### src/sv/wgw_pkg.sv
`default_nettype none
package wgw_pkg;

    localparam int PHASE_FRAC_BITS = 20;
    localparam int CORDIC_STEPS    = 20;
    localparam int UW              = PHASE_FRAC_BITS + 1;
    localparam int DIV_STAGES      = UW;
    localparam int QDEPTH          = 32;
    localparam int QAW             = $clog2(QDEPTH);
    localparam int QCW             = $clog2(QDEPTH + 1);
    localparam int CW              = 34;

    localparam logic [31:0]          TWO_PI_Q29  = 32'd3373259426;
    localparam logic signed [CW-1:0] CORDIC_GAIN = 34'sd652032874;
    localparam logic signed [CW-1:0] Q30_ONE     = 34'sd1073741824;
    localparam logic [31:0]          DUR_RESET   = 32'd655360;

    typedef enum logic [1:0] {
        MODE_NONE = 2'd0,
        MODE_EOG  = 2'd1,
        MODE_ECD  = 2'd2,
        MODE_EDG  = 2'd3
    } t_mode;

    typedef logic [1:0] t_cfg_idx;
    localparam t_cfg_idx CFG_MODE = 2'd0;
    localparam t_cfg_idx CFG_AMP  = 2'd1;
    localparam t_cfg_idx CFG_DUR  = 2'd2;

    typedef struct packed {
        t_mode              mode;
        logic signed [23:0] amp;
        logic [31:0]        dur;
    } t_cfg;

    typedef struct packed {
        logic [UW-1:0] u;
        logic          inwin;
        logic          active;
    } t_item;

    typedef struct packed {
        logic full;
        logic empty;
    } t_qstat;

    function automatic logic signed [CW-1:0] atan_step(input int i);
        logic signed [CW-1:0] v;
        v = '0;
        if (i <= 30) begin
            v = CW'(64'sd1 <<< (30 - i));
        end
        case (i)
            0: v = 34'sd843314857;
            1: v = 34'sd497837829;
            2: v = 34'sd263043837;
            3: v = 34'sd133525159;
            4: v = 34'sd67021687;
            5: v = 34'sd33543516;
            6: v = 34'sd16775851;
            7: v = 34'sd8388437;
            8: v = 34'sd4194283;
            9: v = 34'sd2097149;
            default: v = v;
        endcase
        return v;
    endfunction

    function automatic logic signed [31:0] clamp_unit(input logic signed [CW-1:0] v);
        logic signed [31:0] r;
        r = 32'(v);
        if (v > Q30_ONE) begin
            r = 32'sd1073741824;
        end else if (v < -Q30_ONE) begin
            r = -32'sd1073741824;
        end
        return r;
    endfunction

endpackage
`default_nettype wire

### src/sv/wgw_front.sv
`default_nettype none
module wgw_front (
    input  wire logic           i_clk,
    input  wire logic           i_rst_n,
    input  wire logic           i_acc,
    input  wire logic [31:0]    i_time,
    input  wgw_pkg::t_cfg       i_cfg,
    output logic                o_wr,
    output wgw_pkg::t_item      o_item
);
    import wgw_pkg::*;

    logic [DIV_STAGES:0] r_vld;
    logic [32:0]         r_rem [0:DIV_STAGES];
    logic [UW-1:0]       r_q   [0:DIV_STAGES];
    logic                r_inw [0:DIV_STAGES];
    logic                r_act [0:DIV_STAGES];
    logic                r_dz  [0:DIV_STAGES];
    logic                in_win;

    assign in_win = !i_time[31] && (i_time <= i_cfg.dur);

    always_ff @(posedge i_clk) begin
        if (!i_rst_n) begin
            r_vld[0] <= 1'b0;
        end else begin
            r_vld[0] <= i_acc;
        end
        r_rem[0] <= {1'b0, i_time};
        r_q[0]   <= '0;
        r_inw[0] <= in_win;
        r_act[0] <= in_win && (i_cfg.mode != MODE_NONE);
        r_dz[0]  <= (i_cfg.dur == 32'd0);
    end

    for (genvar j = 1; j <= DIV_STAGES; j++) begin : g_div
        logic [32:0] trial;
        logic        ge;
        always_comb begin
            trial = (j == 1) ? r_rem[j-1] : {r_rem[j-1][31:0], 1'b0};
            ge    = trial >= {1'b0, i_cfg.dur};
        end
        always_ff @(posedge i_clk) begin
            if (!i_rst_n) begin
                r_vld[j] <= 1'b0;
            end else begin
                r_vld[j] <= r_vld[j-1];
            end
            r_rem[j] <= ge ? (trial - {1'b0, i_cfg.dur}) : trial;
            r_q[j]   <= {r_q[j-1][UW-2:0], ge};
            r_inw[j] <= r_inw[j-1];
            r_act[j] <= r_act[j-1];
            r_dz[j]  <= r_dz[j-1];
        end
    end

    assign o_wr          = r_vld[DIV_STAGES];
    assign o_item.u      = r_dz[DIV_STAGES] ? '0 : r_q[DIV_STAGES];
    assign o_item.inwin  = r_inw[DIV_STAGES];
    assign o_item.active = r_act[DIV_STAGES];

endmodule
`default_nettype wire

### config.mk
export PLATFORM = sky130hd
export DESIGN_NAME = wgw_front
export DESIGN_NICKNAME = d
export VERILOG_FILES = /design/src/sv/wgw_pkg.sv /design/src/sv/wgw_front.sv
export SDC_FILE = /design/constraint.sdc
export NUM_CORES = 2
export LEC_CHECK = 0
export BUFFER_PORTS_ARGS = -buffer_cell sky130_fd_sc_hd__clkbuf_2
export CORE_MARGIN = 8
export CORE_UTILIZATION = 32
export CTS_BUF_LIST = sky130_fd_sc_hd__clkbuf_16
export DETAILED_ROUTE_END_ITERATION = 7
export GPL_ROUTABILITY_DRIVEN = 0
export HOLD_SLACK_MARGIN = 0.06
export PLACE_DENSITY_LB_ADDON = 0.1
export SYNTH_ARGS = -nofsm -noshare
export SYNTH_HDL_FRONTEND = slang
export SYNTH_SLANG_ARGS = --single-unit
### constraint.sdc
create_clock -name i_clk -period 7.5 [get_ports i_clk]
set_input_delay 1.125 -clock i_clk [delete_from_list [all_inputs] [get_ports i_clk]]
set_output_delay 1.125 -clock i_clk [all_outputs]
set_load 0.01 [all_outputs]
Word level (Yosys, flattened, before mapping)
Memories as Yosys holds them, arrays and structs flattened.
Cells that the tools add are included.
{"block": "word_totals", "ram_bits": 1254, "mem_count": 5, "reg_bits": 22, "out_inout_bits": 24, "word_cells": 97}
{"memory": "r_rem", "words": 22, "width": 33, "rd": 21, "rd_ports_with_merged_regs": 0, "wr": 22, "line": "wgw_front.sv:14", "source": "logic [32:0] r_rem [0:DIV_STAGES];"}
{"memory": "r_q", "words": 22, "width": 21, "rd": 22, "rd_ports_with_merged_regs": 0, "wr": 22, "line": "wgw_front.sv:15", "source": "logic [UW-1:0] r_q [0:DIV_STAGES];"}
{"memory": "r_act", "words": 22, "width": 1, "rd": 22, "rd_ports_with_merged_regs": 0, "wr": 22, "line": "wgw_front.sv:17", "source": "logic r_act [0:DIV_STAGES];"}
{"memory": "r_dz", "words": 22, "width": 1, "rd": 22, "rd_ports_with_merged_regs": 0, "wr": 22, "line": "wgw_front.sv:18", "source": "logic r_dz [0:DIV_STAGES];"}
{"memory": "r_inw", "words": 22, "width": 1, "rd": 22, "rd_ports_with_merged_regs": 0, "wr": 22, "line": "wgw_front.sv:16", "source": "logic r_inw [0:DIV_STAGES];"}
{"block": "classes", "n_mux": 22, "reduce_logical": 5, "add_sub_neg": 21, "n_lt_le_gt_ge": 22}
{"operator": "33-bit by 32-bit greater-or-equal comparator with 1-bit output", "n": 21}
{"operator": "33-bit two-way mux", "n": 21}
{"operator": "33-bit by 32-bit subtractor with 33-bit output", "n": 21}
{"operator": "32-bit less-or-equal comparator", "n": 1}
{"operator": "32-bit logical NOT", "n": 1}
{"operator": "21-bit two-way mux", "n": 1}
{"operator": "1-bit logical AND", "n": 2}
{"operator": "2-bit nonzero test", "n": 1}
{"operator": "1-bit logical NOT", "n": 1}

Longest topological paths before layout
{"block": "logic_depth", "depth_word": 3, "mapped_depth": 16, "mapped_depth_nobuf": 14}

Worst setup path before layout
OpenSTA, ideal clock, no wires.
{"block": "synth_timing", "path_type": "input to register", "startpoint": "in i_cfg[14] in the netlist's numbering", "endpoint": "mem r_rem[20][10], in the netlist r_rem[5][10]", "setup_slack_ns": 2.808, "t_arrival_ns": 4.571, "n_path_buf": 2, "cell_stages": 15, "setup_time_ns": 0.121, "cell_sequence": "inv_1 ha_1 buf_2 a21oi_1 o21ai_1 a311o_1 or4_1 a41oi_1 o31a_2 a31oi_1 o211ai_1 nand2_1 a211oi_4 buf_4 mux2_2"}
{"item": "from (decl)", "line": "wgw_front.sv:7", "source": "input wgw_pkg::t_cfg i_cfg,"}
{"item": "to (decl)", "line": "wgw_front.sv:14"}

==> impl_metrics.toml <==
[routing]
via_per_inst = 5.20
ant_nets = 0
drt_iter0_markers = 2811
num_vias = 50458
wl_per_cell_um = 20.0
drt_wl_total_um = 194000
firstDrtPassIters = 7
drc_errors = 0

[clocking]
clk_pin_slew_worst_paths_ps = 60
cts-root-buf = "clkbuf_16"
cts_buffers = 121
cts_buffer_depth = 3
holdBufCountCts = 0
cts_tree = "done"
insertion_delay_ps = 790
htreeDepth = 3
cts_setup_buffers = 0
ctsResizeCount = 0
cts_sinks = 991

[synth]
syn-mean-instance-area_um2 = 8.66
synth_edf_count = 0
yosysUniqueCellTypes = 90
syn_area_um2 = 60700
syn_inst = 7014
synth_xor_area_share_pct = 7.93
synth_compound_gate_area_share_pct = 22.8
synth_top_area_share_pct = 32.7
yosysSeqAreaShare_pct = 32.7
synth_top_family_by_area = "compound AO/OA/AOI/OAI gates"
yosysTopAreaCell = "dfxtp_1"
yosys-top-cells-area = "dfxtp_1 33%, ha_1 14%, a21oi_1 5.6%"
synthMuxAreaShare_pct = 4.03
synth-simple-area-share_pct = 14.5
synth_fp_nets = 7830
yosys_register_bits = 991
synth_flop_cell = "dfxtp_1"
ys_async_sr_fraction_pct = 0
synthAdderAreaFrac_pct = 15.1
yosysWarnings = 0

[finish]
layout.cell_area.non_filler_um2 = 68400
fillers = 19609
final_cell_mix = "990 x dfxtp_1, 703 x ha_1, 681 x a21oi_1"
drive_gt1_share_pct = 8.94
instances_no_fill = 9704
area_growth_pct = 12.6
nNetsFinal = 7894
final_common_cell = "dfxtp_1"

[setup_path]
cp_top_family = "compound AO/OA/AOI/OAI gates"
cp_slowest_cell = "a2111oi_0"
worst_setup_path_start_kind = "input pin"
critPathKind = "in -> reg"
cp.buffers_inverters = 2
cp.arrival_ps = 5890
end_kind = "flip-flop"
path_cells = "clkbuf_2 -> inv_2 -> ha_1 -> a21oi_1 -> o21ai_0 -> and4_1 -> a2111oi_0 -> o21ai_0 -> a41oi_1 -> nor3b_1 -> a2111oi_1 -> o31ai_1 -> xor2_1 -> mux2_2"
r2r_slack_ps = 3040
cpMostUsedCell = "o21ai_0"
crit_fanout = 20
cp.required_ps = 8160
max_stage_delay_ps = 760

[placed_design]
hpwl_um = 150000
dpl.cell_count = 9466
place_area_um2 = 64200
io_buffers = 92

[timing]
drv_slew = 0
fmax_mhz = 191
finalSetupTns_ps = 0
min_period_over_period_pct = 69.8
rsz0062_at_grt = "false"
finalHoldViolCount = 0
slew_headroom_pct = 21.9
period_minus_slack_ps = 5240
skew_ps = 29.2
setup_violations = 0
worst_pin_slew_ps = 1170

[grt]
grt_pass1_vias = 49229
grt_start_max_net_pins = 63
grt_util_all_layers_pct = 18.2
antenna_found_initial = 10
grt_pass1_wl_um = 291000
grt_overflow = 0

[pwr]
powerDensity_nw_per_um2 = 520
ir_drop_uv = 227
total_power_w = 0.0356
p_leak_nw = 30.0

[die]
die_height_um = 452
die_w_um = 452
die-area_um2 = 204000
core_area_um2 = 189000
start_util_pct = 32.1
num_rows = 160
io-pin-count = 117

[min_path]
worstHoldPathType = "reg -> reg"

[status]
status = "completed"

[job]
drv_cap = 0
==> sequential cells by signal, indices dropped and copies added (netlist names) <==
| register | count |
|---|---|
| r_rem | 672 |
| r_q | 231 |
| r_act | 22 |
| r_dz | 22 |
| r_inw | 22 |
| r_vld | 21 |
| o_wr | 1 |
==> cell usage after synthesis (30+ instances only) <==
| library cell | count |
|---|---|
| a211oi_1 | 46 |
| a21o_1 | 366 |
| a21oi_1 | 681 |
| a31oi_1 | 56 |
| and2_1 | 48 |
| and3_1 | 63 |
| buf_2 | 33 |
| clkbuf_1 | 185 |
| dfxtp_1 | 991 |
| ha_1 | 703 |
| inv_1 | 201 |
| mux2_1 | 33 |
| mux2_2 | 173 |
| nand2_1 | 630 |
| nand2b_1 | 92 |
| nand3_1 | 137 |
| nand4_1 | 127 |
| nor2_1 | 434 |
| nor2b_1 | 121 |
| nor3_1 | 68 |
| nor4_1 | 30 |
| o211ai_1 | 32 |
| o21a_1 | 85 |
| o21ai_0 | 600 |
| o21bai_1 | 96 |
| o31ai_1 | 41 |
| xnor2_1 | 298 |
| xor2_1 | 252 |
==> stage by stage <==
step	util (%)	hold slack [ps]	setup WS (ps)
floorplan	-	310	2810
global placement	33.9	310	1530
detailed placement	33.9	312	1480
CTS	36.1	304	2310
global route	36.1	298	1940
finish	36.1	300	2260
==> path summary, 6_finish.rpt <==
path,from,end,depth (start not counted)
worst max-delay path,i_cfg[9],r_rem[2][63],14
worst min-delay path,r_q[2][100],r_q[2][122],0
worst max register to register,r_rem[2][1],r_rem[2][63],12
worst min register to register,r_q[2][100],r_q[2][122],0
==> where the power goes <==
part | switching, W | total, W | internal, W
Sequential | 0.00150 | 0.00937 | 0.00787
Clock | 0.00253 | 0.00617 | 0.00364
Combinational | 0.0114 | 0.0200 | 0.00860
==> cell type report <==
type | instances | area (um^2) | area share, %
antenna | 9 | 22.5 | 0.0329
clock buffer | 122 | 3050 | 4.46
clock inverter | 107 | 1180 | 1.73
inverter | 203 | 762 | 1.11
multi-input combinational | 5583 | 39300 | 57.4
sequential | 991 | 19800 | 29.0
tap | 2511 | 3140 | 4.59
timing repair buffer | 178 | 1150 | 1.68
==> routing by layer <==
metal  share of wire, %  vias up  GRT usage [%]
met3                3.6      277           2.11
met1                 44    23670           22.4
met4                3.4        0           6.30
met5                  0        -              0
met2                 49      989           32.7
li1                   -    25522              -
==> cell families (layout without fill, tap and decap cells) <==
logic type               Yosys count  count (layout)
AND/OR/NAND/NOR                 1851            1851
other                              0               9
AO/OA/AOI/OAI                   2240            2240
buffers and inverters            440             610
XOR/XNOR                         550             550
flip-flops                       991             991
adder cells (fa/ha/maj)          723             723
multiplexers                     219             219
No activity file was read; power rests on OpenSTA's default activity.
