$ cat config.mk
export PLATFORM = sky130hd
export DESIGN_NAME = wgw_queue
export DESIGN_NICKNAME = d
export VERILOG_FILES = /design/src/sv/wgw_pkg.sv /design/src/sv/wgw_queue.sv
export SDC_FILE = /design/constraint.sdc
export NUM_CORES = 1
export LEC_CHECK = 0
export ABC_AREA = 1
export BUFFER_PORTS_ARGS = -buffer_cell sky130_fd_sc_hd__buf_2
export CAP_MARGIN = 5
export CORE_ASPECT_RATIO = 1.1
export CORE_MARGIN = 4
export CORE_UTILIZATION = 27
export DETAILED_ROUTE_END_ITERATION = 8
export HOLD_SLACK_MARGIN = 0.15
export PLACE_DENSITY_LB_ADDON = 0.3
export RECOVER_POWER = 50
export REMOVE_ABC_BUFFERS = 1
export SLEW_MARGIN = 20
export SYNTH_ARGS = -nofsm -noshare
export SYNTH_HDL_FRONTEND = slang
export SYNTH_SLANG_ARGS = --single-unit
$ cat constraint.sdc
create_clock -name i_clk -period 5.7 [get_ports i_clk]
set_clock_uncertainty 0.1 [all_clocks]
set_input_delay 0 -clock i_clk [delete_from_list [all_inputs] [get_ports i_clk]]
set_output_delay 0 -clock i_clk [all_outputs]
set_load 0.02 [all_outputs]
$ cat src/sv/wgw_pkg.sv
`default_nettype none
package wgw_pkg;

    localparam int PHASE_FRAC_BITS = 20;
    localparam int CORDIC_STEPS    = 20;
    localparam int UW              = PHASE_FRAC_BITS + 1;
    localparam int DIV_STAGES      = UW;
    localparam int QDEPTH          = 32;
    localparam int QAW             = $clog2(QDEPTH);
    localparam int QCW             = $clog2(QDEPTH + 1);
    localparam int CW              = 34;

    localparam logic [31:0]          TWO_PI_Q29  = 32'd3373259426;
    localparam logic signed [CW-1:0] CORDIC_GAIN = 34'sd652032874;
    localparam logic signed [CW-1:0] Q30_ONE     = 34'sd1073741824;
    localparam logic [31:0]          DUR_RESET   = 32'd655360;

    typedef enum logic [1:0] {
        MODE_NONE = 2'd0,
        MODE_EOG  = 2'd1,
        MODE_ECD  = 2'd2,
        MODE_EDG  = 2'd3
    } t_mode;

    typedef logic [1:0] t_cfg_idx;
    localparam t_cfg_idx CFG_MODE = 2'd0;
    localparam t_cfg_idx CFG_AMP  = 2'd1;
    localparam t_cfg_idx CFG_DUR  = 2'd2;

    typedef struct packed {
        t_mode              mode;
        logic signed [23:0] amp;
        logic [31:0]        dur;
    } t_cfg;

    typedef struct packed {
        logic [UW-1:0] u;
        logic          inwin;
        logic          active;
    } t_item;

    typedef struct packed {
        logic full;
        logic empty;
    } t_qstat;

    function automatic logic signed [CW-1:0] atan_step(input int i);
        logic signed [CW-1:0] v;
        v = '0;
        if (i <= 30) begin
            v = CW'(64'sd1 <<< (30 - i));
        end
        case (i)
            0: v = 34'sd843314857;
            1: v = 34'sd497837829;
            2: v = 34'sd263043837;
            3: v = 34'sd133525159;
            4: v = 34'sd67021687;
            5: v = 34'sd33543516;
            6: v = 34'sd16775851;
            7: v = 34'sd8388437;
            8: v = 34'sd4194283;
            9: v = 34'sd2097149;
            default: v = v;
        endcase
        return v;
    endfunction

    function automatic logic signed [31:0] clamp_unit(input logic signed [CW-1:0] v);
        logic signed [31:0] r;
        r = 32'(v);
        if (v > Q30_ONE) begin
            r = 32'sd1073741824;
        end else if (v < -Q30_ONE) begin
            r = -32'sd1073741824;
        end
        return r;
    endfunction

endpackage
`default_nettype wire

$ cat src/sv/wgw_queue.sv
`default_nettype none
module wgw_queue (
    input  wire logic        i_clk,
    input  wire logic        i_rst_n,
    input  wire logic        i_acc,
    input  wire logic        i_wr,
    input  wgw_pkg::t_item   i_item,
    input  wire logic        i_pop,
    output wgw_pkg::t_item   o_item,
    output logic             o_space,
    output wgw_pkg::t_qstat  o_stat
);
    import wgw_pkg::*;

    t_item          r_mem [0:QDEPTH-1];
    logic [QAW-1:0] r_wp, r_rp;
    logic [QCW-1:0] r_cnt, r_used;

    always_ff @(posedge i_clk) begin
        if (!i_rst_n) begin
            r_wp   <= '0;
            r_rp   <= '0;
            r_cnt  <= '0;
            r_used <= '0;
        end else begin
            if (i_wr) begin
                r_wp <= r_wp + 1'b1;
            end
            if (i_pop) begin
                r_rp <= r_rp + 1'b1;
            end
            r_cnt  <= r_cnt + QCW'(i_wr) - QCW'(i_pop);
            r_used <= r_used + QCW'(i_acc) - QCW'(i_pop);
        end
    end

    always_ff @(posedge i_clk) begin
        if (i_wr) begin
            r_mem[r_wp] <= i_item;
        end
    end

    assign o_item       = r_mem[r_rp];
    assign o_space      = r_used < QCW'(QDEPTH);
    assign o_stat.full  = r_cnt == QCW'(QDEPTH);
    assign o_stat.empty = r_cnt == '0;

endmodule
`default_nettype wire

# After elaboration in Yosys (flattened, before gate mapping)
# Memory sizes are Yosys's and may differ from the RTL's. A register that Yosys moved wholly into a read port is not among the register bits.
# Index checks and enable logic that the tools add are counted.
dict set report totals {
  register_bits 22
  mem_bits_rw 736
  in_bits 28
  out_inout_bits 26
  word_cells 18
  n_memories 1
}
# name depth word_bits rd rd_clocked_by_memory_dff write_ports line_no
set mem_list {}
lappend mem_list {r_mem 32 23 1 1 1 wgw_queue.sv:15} ;# t_item r_mem [0:QDEPTH-1];
dict set report op_classes {
  n_addsub 6
  magnitude_cmp 1
  eq_ne 1
  mux 4
  n_reduce_logical 1
}
# operator count
set ops {}
lappend ops {{adder 6 x 1 -> 6 bit} 2}
lappend ops {{subtractor 6 x 1 -> 6 bit} 2}
lappend ops {{adder 5 x 1 -> 5 bit (second input constant)} 2}
lappend ops {{2-to-1 mux 5 bit} 2}
lappend ops {{== test 6 bit (second input constant)} 1}
lappend ops {{logical NOT 6 bit} 1}
lappend ops {{< comparator 6 bit (second input constant)} 1}
lappend ops {{2-to-1 mux 1 bit} 2}

# Depth between registers and ports, before layout
# Gate-level depths: netlist of the first run.
dict set report depth {
  word_depth 3
  ltp_mapped 12
  ltp_nobuf 11
}

# Worst setup path before layout of the first run
# Ideal clock, no wire load.
dict set report synth_path {
  path_type {flip-flop to flip-flop}
  from {register r_wp[0]}
  to {memory r_mem[31][0] (netlist name), enable pin}
  setup_ns 0.404
  arrival_time_ns 1.845
  required_time_ns 5.196
  path_slack_ns 3.350
  stages_incl_launch_ff 6
  path_buffers 0
  synth_period_minus_slack_ns 2.350
  cell_sequence {dfxtp_1 -> ha_1 -> nand2_1 -> inv_1 -> nand2_1 -> nor2_1}
}
# element line_no
set synth_rtl {}
lappend synth_rtl {{from (decl)} wgw_queue.sv:16} ;# logic [QAW-1:0] r_wp, r_rp;
lappend synth_rtl {{from (signal assigned)} wgw_queue.sv:27} ;# r_wp <= r_wp + 1'b1;
lappend synth_rtl {{to (decl)} wgw_queue.sv:15}
# No word-level cell before the write port.

==> results.md, run 1 <==
Synthesis:
- The number of different library cells in the post-synthesis netlist is 26.
- The synthesized instance count is 2701.
- In this run the cell area of the synthesized design comes to 31300 µm².
- For this run, the register share of the synthesized area comes to 72.2%.
- For this run, the number of Yosys warnings is 0.
- The post-synthesis register bit count is 763.
- After synthesis, the mean cell area works out to 11.6 µm².

GRT:
- The number of global-route vias before repair is 19500.
- The total global routing overflow is 0.
- Entering global routing, the biggest net connects approximately 190 pins.
- The global-route wire length before repair is 130000 µm.
- For this run, the total global-route usage over all layers was measured as 14.1%.
- The initial antenna violation count was 7.

Critical path:
- The kind of critical path is flop to output port.
- Along the worst path, the maximum fanout reaches 91.
- Traced cell by cell, the critical path runs through inv_6 -> buf_4 -> nand3_1 -> nand3_1 -> nand2_1 -> nand2_1 -> nand2_1 -> nand2_1 -> nand2_1 -> buf_2.
- The kind of capture point of the worst setup path is an output port.
- For the worst setup path, the data arrival time is between 3000 and 4000 ps.
- Data on the critical path is required at its endpoint by 5600 ps.
- The most frequent cell on the critical path is sky130_fd_sc_hd__nand2_1.
- The largest stage delay on the critical path is 880 ps.
- The worst setup path is launched from a flop.
- The slowest stage of the critical path is the sky130_fd_sc_hd__dfxtp_4 cell.

Timing:
- The final-report max-slew violation count was 0.
- Setup repair after global routing left no endpoint under its margin.
- Setup violations remaining at the end of the flow were counted as 0.
- The number of endpoints with negative hold slack in the final report was 0.
- After routing, the total negative slack on setup checks comes to 0 ps.
- The post-layout minimum cycle time is roughly 3700 ps.
- The final critical path takes up about two thirds of the cycle.
- In this run the tightest slew margin relative to its limit is 2.57%.
- The worst setup slack after layout is 1980 ps.
- The transition time of the tightest slew-check pin is 1460 ps.
- The achievable clock frequency is 0.269 GHz.

CTS:
- The number of gates resized after CTS was 0.
- The clock tree root driver cell is sky130_fd_sc_hd__clkbuf_16.
- The CTS tree is yes.
- After clock tree synthesis, the clock-pin slew on the worst setup and hold paths is approximately 60 ps.
- The deepest clock path buffer count is 3.
- Counting the buffers created by CTS gives 84.
- The number of buffers added for setup after CTS is 0.
- The H-tree depth reported by CTS is 3.
- The number of hold buffers added after CTS is 32.
- For the worst-skew pair, the clock arrives at the later sink with an insertion delay of 620 ps.
- Counting every sink on the clock net gives 763.

Power:
- Of the total power, the share spent switching nets is 24.4%.
- The clock share of power is 41.7%.
- The largest voltage drop on the vdd net is 0.199 mV.
- The cell area power density is between 300 and 400 nW/µm².
- The design internal power is between 9 and 10 mW.
- The switching power of the nets is 3.10 mW.
- The static leakage is 12.9 nW.
- Combinational logic is responsible for under 10% of the overall power.
- The share of total power dissipated in sequential elements is 49.3%.

Run status:
- The run finished with clean final reports.

Hold path:
- The class of the tightest hold or removal check is input pin to flop.

Cells and area:
- The share of post-route cells with drive strength above 1 is 8.14%.
- The number of nets in the finished design is 2811.
- The library cell used most frequently in the layout, excluding fill and tap cells, is sky130_fd_sc_hd__nand2_1.
- The filler cells instantiated in the layout total 11600.
- The growth of design area from synthesis to finish is 15.5%.
- In the layout the commonest cells are sky130_fd_sc_hd__nand2_1, sky130_fd_sc_hd__edfxtp_1, sky130_fd_sc_hd__nand3_1, sky130_fd_sc_hd__clkbuf_16, sky130_fd_sc_hd__clkbuf_1.
- The count of placed standard cells in the final layout, fillers left out is 4347.

Run:
- Max-cap violations in this run came to 0.

Floorplan:
- The floorplan step set the die width to 333 µm.
- The effective utilization at floorplan is 27.3%.
- The boundary pin count is 54.
- The die outline height is 365 µm.
- The floorplan step defined a die boundary enclosing between 100000 and 150000 µm².
- The site row count is 130.
- The core region is 115000 µm².

Placed design:
- The count of buffers added on input and output ports is 53.
- The post-placement cell count is 4159.
- The worst setup timing slack at the placement stage is 2620 ps.
- Routability-driven placement finished with a final weighted congestion of 0.717.
- Detailed placement ended at an HPWL of 44900 µm.

Route:
- For this run, design rule violations remaining after detail routing come to 0.
- The remaining antenna violation count after routing is 0.
- The final route contains 20200 vias.
- The via density per instance is roughly 4.6.
- The detailed-router iteration count before antenna repair is 5.
- In the final routed layout, each cell accounts on average for around 20 µm.
- For this block, the initial DRC count from the detailed router was 1869.
- The routed wire length is 87900 µm.
[flip-flops by register name (all words and copies together) (netlist names), named ones only]
name and count:
r_mem 736, r_cnt 6, r_used 6, r_wp 5
r_rp 5
[logic make-up (layout without fill, tap and decap cells)]
group / count (synthesis) / count (layout) / share of synthesized area, %
and+or+nand+nor: 1680 / 1680 / 22.4
buffers and inverters: 203 / 329 / 3.88
AOI/OAI and AO/OA: 31 / 31 / 0.523
xor gates and xnor gates: 2 / 2 / 0.0559
adders and majority gates: 22 / 22 / 0.926
other: 0 / 2 / 0
DFF: 763 / 763 / 72.2
[final cells by class]
type                    instances  area (µm²)  area share [%]
diodes                          2        5.00          0.0138
clock buffers                 103        2240            6.18
clock inverters                49         447            1.23
inverters                      45         190           0.525
multi-input cells            1735        7720            21.3
flip-flops and latches        763       22700            62.6
well taps                    1518        1900            5.25
repair buffers                132        1050            2.90
[cell usage after synthesis]
cell                       count  area share (%)
sky130_fd_sc_hd__nand2_1    1064              13
sky130_fd_sc_hd__edfxtp_1    736              71
sky130_fd_sc_hd__nand3_1     560             8.9
sky130_fd_sc_hd__buf_2        76             1.2
sky130_fd_sc_hd__nor2_1       49            0.59
sky130_fd_sc_hd__inv_1        42            0.50
sky130_fd_sc_hd__buf_6        37             1.3
sky130_fd_sc_hd__dfxtp_1      27             1.7
sky130_fd_sc_hd__clkbuf_1     20            0.24
sky130_fd_sc_hd__ha_1         20            0.80
sky130_fd_sc_hd__buf_4        17            0.41
sky130_fd_sc_hd__a21oi_1      14            0.22
sky130_fd_sc_hd__o21ai_0      12            0.19
sky130_fd_sc_hd__buf_1         7           0.084
sky130_fd_sc_hd__nor3_1        4           0.064
sky130_fd_sc_hd__a31oi_1       3           0.060
sky130_fd_sc_hd__fa_1          2            0.13
sky130_fd_sc_hd__inv_2         2           0.024
sky130_fd_sc_hd__nand4_1       2           0.040
sky130_fd_sc_hd__a21o_1        1           0.024
sky130_fd_sc_hd__buf_8         1           0.048
sky130_fd_sc_hd__inv_6         1           0.028
sky130_fd_sc_hd__nor4_1        1           0.020
sky130_fd_sc_hd__o21a_1        1           0.024
sky130_fd_sc_hd__xnor2_1       1           0.028
sky130_fd_sc_hd__xor2_1        1           0.028
[path summary, 6_finish.rpt]
check | to | from | slack, ps | cells after the start
min reg2reg | r_rp[4]$_SDFFE_PN0P_ | r_rp[4]$_SDFFE_PN0P_ | 430 | 2
max | o_item[4] | flop | 1980 | 10
min | flop | i_pop | 190 | 3
max reg2reg | r_mem[23][2]$_DFFE_PP_ | r_wp[0]$_SDFFE_PN0P_ | 2680 | 4
[metal layers]
metal | GRT usage (%) | vias to the layer above | share of wire (%)
met5 | 0 | - | 0
met4 | 3.91 | 0 | 2.4
met3 | 1.80 | 131 | 4.7
met2 | 22.6 | 509 | 46
met1 | 20.3 | 10000 | 47
li1 | - | 9505 | -
[stage by stage]
stage | power, mW | hold slack [ps] | utilization (%) | area, µm²
after CTS | 12.8 | 173 | 31.6 | 36200
after detailed placement | 7.50 | 223 | 28.9 | 33200
after global placement | 7.49 | 215 | 28.9 | 33100
final | 12.7 | 193 | 31.6 | 36200
after global routing | 13.2 | 251 | 31.6 | 36200
after floorplan | 7.14 | -6.55 | - | 30300
[power by group through the flow]
| stage | clock [mW] | combinational, mW | sequential (mW) |
|---|---|---|---|
| 3_5_place_dp | 0 | 1.13 | 6.37 |
| 3_3_place_gp | 0 | 1.12 | 6.37 |
| 6_report | 5.29 | 1.13 | 6.26 |
| 5_1_grt | 5.64 | 1.29 | 6.26 |
| 2_1_floorplan | 0 | 0.734 | 6.41 |
| 4_1_cts | 5.41 | 1.16 | 6.25 |
[critical path, delay by kind of cell (launching register included)]
family                 cells  cell delay, ps
AND/OR/NAND/NOR            7             830
flip-flops                 1             880
buffers and inverters      3            1190
(Power assumes the default switching activity.)
==> run 2: changes to the inputs <==
Settings changed: ABC_AREA 1 to 0.
Clock period 5.7 ns to 3 ns, I/O delays scaled along.
==> results.md, run 2 <==
Route:
- The count of nets left with antenna violations once routing finished came out at 0.
- The via density per instance is about 4.7.
- The detailed-router iteration count before antenna repair is 5.
- The routed wire length is 74100 µm.
- After detailed routing, the number of remaining DRC violations is 0.
- In the final routed layout, each cell accounts on average for between 20 and 25 µm.
- The total via count in the routed design is 14900.
- The first routing iteration left 1215 violations.

CTS:
- The clock latency of the later-clocked register in the worst-skew pair is 610 ps.
- The CTS clock-pin slew for the worst setup and hold paths is roughly 60 ps.
- Clock tree synthesis selected as its root buffer the cell sky130_fd_sc_hd__clkbuf_16.
- The TritonCTS buffer count is 76.
- TritonCTS built the clock tree.
- The deepest clock path buffer count is 3.
- The number of sinks on the clock net is 763.
- The H-tree generated during clock tree synthesis spans 3 levels.

Critical path:
- The largest stage delay on the critical path is 510 ps.
- The category of cells accounting for the largest share of critical-path delay is buffers and inverters.
- By startpoint and endpoint, the worst setup path is classified as flop to output port.
- The critical path data arrival time is 2800 ps.
- The reg-to-reg setup timing slack is approximately 560 ps.
- The critical path contains buffers and inverters numbering 3 combined.
- The cell with the largest stage delay on the worst path is sky130_fd_sc_hd__mux4_2.
- The kind of capture point of the worst setup path is an output port.
- The element type at the critical path start is a flop.
- The required time of the critical path is slightly below 3000 ps.
- The worst register-to-register path has a depth of 4.
- The critical path crosses 6 cells after its start point.
- The peak fanout along the critical path is 18.
- The critical path goes through buf_12 -> buf_16 -> mux4_2 -> a22oi_1 -> nand4_1 -> buf_2.

GRT:
- The total routing resource utilization after global routing is about an eighth.
- Entering global routing, the biggest net connects 39 pins.
- The met3 track demand over resource is 1.81%.
- The met1 global-route usage is 17.0%.
- For met2 alone, demand over resource in global routing was a little over a fifth.
- The first global-routing pass estimated about 110000 µm of wire.
- The total global routing overflow is 0.
- The initial antenna violation count is 0.
- The highest-utilization routing layer at the global route stage is met2.
- The number of global-route vias before repair is 15200.

Cells and area:
- The post-route cell area is 35300 µm².
- Relative to the synthesized area, the layout overhead comes to 19.7%.
- The area of all sequential standard cells is 22700 µm².
- In the final layout, the registers with the most flip-flops are r_mem: 736 flops, r_cnt: 6 flops, r_used: 6 flops.
- The share of post-route cells with drive strength above 1 is 22.6%.
- Cells fill 32.7% of the core in the end.
- The commonest non-fill, non-tap cell in the layout is sky130_fd_sc_hd__edfxtp_1.
- The repair_antennas step left the layout with diodes totalling 0.
- The register with the highest flop count is r_mem.
- The register with the most flip-flops in the layout has 736 of them.
- Summing all multi-input logic gate instances after layout gives 6620 µm².
- The final layout contains 1738 nets.
- The number of filler instances in the final layout is slightly above 10000.
- In the layout the commonest cells are sky130_fd_sc_hd__edfxtp_1, sky130_fd_sc_hd__mux2i_1, sky130_fd_sc_hd__a22oi_1, sky130_fd_sc_hd__mux4_2, sky130_fd_sc_hd__buf_4.

Placed design:
- The number of buffers inserted by port buffering is 53.
- The half-perimeter wire length after detailed placement is around 45000 µm.
- The area after detailed placement is 32300 µm².
- The last weighted congestion value of the routability-driven placer is between 0.7 and 0.8.

Synthesis:
- The share of async-settable or async-resettable flops after synthesis is 0%.
- The synthesized instance count is 1496.
- The synthesized design contains approximately 740 enable-type register cells.
- The number of different library cells in the post-synthesis netlist is 42.
- Sequential cells were found to cover between 70 and 80% of the synthesized design area.
- By count the netlist is led by sky130_fd_sc_hd__edfxtp_1, sky130_fd_sc_hd__mux2i_1, sky130_fd_sc_hd__a22oi_1, sky130_fd_sc_hd__mux4_2, sky130_fd_sc_hd__nand3_1.
- The average instance area after synthesis is between 15 and 20 µm².
- Among all flip-flop cells after synthesis, the most frequent one is sky130_fd_sc_hd__edfxtp_1.
- The synthesized design spends more area on one cell type than any other, namely sky130_fd_sc_hd__edfxtp_1.
- Summing every instance area after synthesis gives approximately 30000 µm².
- The post-synthesis register bit count is 763.
- The number of warnings issued by yosys is 0.
- After synthesis, the largest area contributor takes up 74.9% of total cell area.
- The most common cell in the netlist is sky130_fd_sc_hd__edfxtp_1.
- By area the synthesized netlist is led by sky130_fd_sc_hd__edfxtp_1, sky130_fd_sc_hd__mux4_2, sky130_fd_sc_hd__mux2i_1.

Timing:
- The transition time of the tightest slew-check pin is 1690 ps.
- The achievable clock frequency is between 0.3 and 0.4 GHz.
- Subtracting the final worst setup slack from the clock period gives 2900 ps.
- Setup repair after global routing left no endpoint under its margin.
- Measured against its own limit, the worst slew margin works out to -12.7%.
- The count of endpoints failing setup in the final report is 0.
- The share of the cycle needed by the critical path after routing is 96.8%.
- After routing, the total negative slack on setup checks comes to 0 ps.
- The final-report max-slew violation count is 296.
- Hold is met by 306 ps.
- The number of endpoints with negative hold slack in the final report was 0.

Power:
- Summed over all cells, the static leakage comes to between 10 and 15 nW.
- The power after layout is 23.1 mW.
- The worst-case IR drop observed on VDD is about 0.37 mV.
- The cell area power density is between 600 and 700 nW/µm².

Floorplan:
- The boundary pin count is 54.
- The core area is 108000 µm².
- The die outline height is 355 µm.
- The die boundary width is 323 µm.
- The site row count is 126.
- The effective utilization at floorplan is a little over a quarter.
- The die covers 115000 µm².

Hold path:
- Along the worst hold path, the cell count comes to 4.
- The class of the tightest hold or removal check is input pin to flop.

Run status:
- The run finished, with violations left.
- The final reports fail on capacitance limit, slew limit.

Run:
- The tool flagged a number of max-cap violations equal to 10.
-- run 2: cell types whose count changed in the layout (fill, tap and decap cells not counted), moves of 24 or more --
cell,before,now
sky130_fd_sc_hd__mux4_2,0,92
sky130_fd_sc_hd__buf_4,38,89
sky130_fd_sc_hd__nand3_1,560,50
sky130_fd_sc_hd__nand4_1,2,26
sky130_fd_sc_hd__mux2i_1,0,186
sky130_fd_sc_hd__a22oi_1,0,136
sky130_fd_sc_hd__nand2_1,1064,11
-- run 2: tightest hold or removal path, delay by kind of cell --
kind	cells	cell delay, ps
buf+inv	2	730
xor+xnor	1	100
simple gates	1	140
-- run 2: kinds of logic after synthesis --
family | after synthesis | synth area share [%]
multiplexers | 278 | 13.3
flip-flops | 763 | 76.8
buffers and inverters | 101 | 1.68
AND/OR/NAND/NOR | 163 | 2.90
XOR/XNOR | 14 | 0.416
AO/OA/AOI/OAI | 155 | 3.90
adder cells (fa/ha/maj) | 22 | 0.984
-- run 2: area by class of cell --
type	instances	share of cell area, %
clock buffers	88	5.75
well taps	1408	4.99
inverters	19	0.202
clock inverters	47	1.28
multi-input cells	632	18.8
repair buffers	196	4.82
flip-flops and latches	763	64.2
-- run 2: power by group --
part | switching (mW) | total (mW) | internal [mW]
logic | 1.05 | 1.75 | 0.700
clock network | 3.97 | 9.45 | 5.48
registers | 0.0570 | 11.9 | 11.8
-- run 2: worst paths after layout --
path,startpoint,endpoint
min,i_pop,r_rp[0]$_SDFFE_PN0P_
max,flop,o_item[6]
max reg2reg,r_wp[0]$_SDFFE_PN0P_,r_mem[30][15]$_DFFE_PP_
min reg2reg,r_rp[4]$_SDFFE_PN0P_,flop
-- run 2: timing repair --
action	in CTS	in global routing
resized for setup	3	7
setup buffers	3	13
pin swaps	1	1
hold buffers	32	0
hold endpoints to repair	763	0
cloned	2	0
endpoints found under the setup margin	6	11
-- run 2: per-stage QoR --
stage | instances | worst slack [ps]
3_5_place_dp | 2968 | 515
5_1_grt | 3153 | 13.8
3_3_place_gp | 2968 | 564
4_1_cts | 3140 | 9.66
6_report | 3153 | 97.4
2_1_floorplan | 1414 | -6850
-- run 2: per-layer routing --
layer | vias up | wire length, µm | part of all wire [%]
li1 | 6512 | - | -
met2 | 393 | 36900 | 50
met3 | 83 | 3360 | 4.5
met5 | - | 0 | 0
met1 | 7914 | 32300 | 44
met4 | 0 | 1550 | 2.1
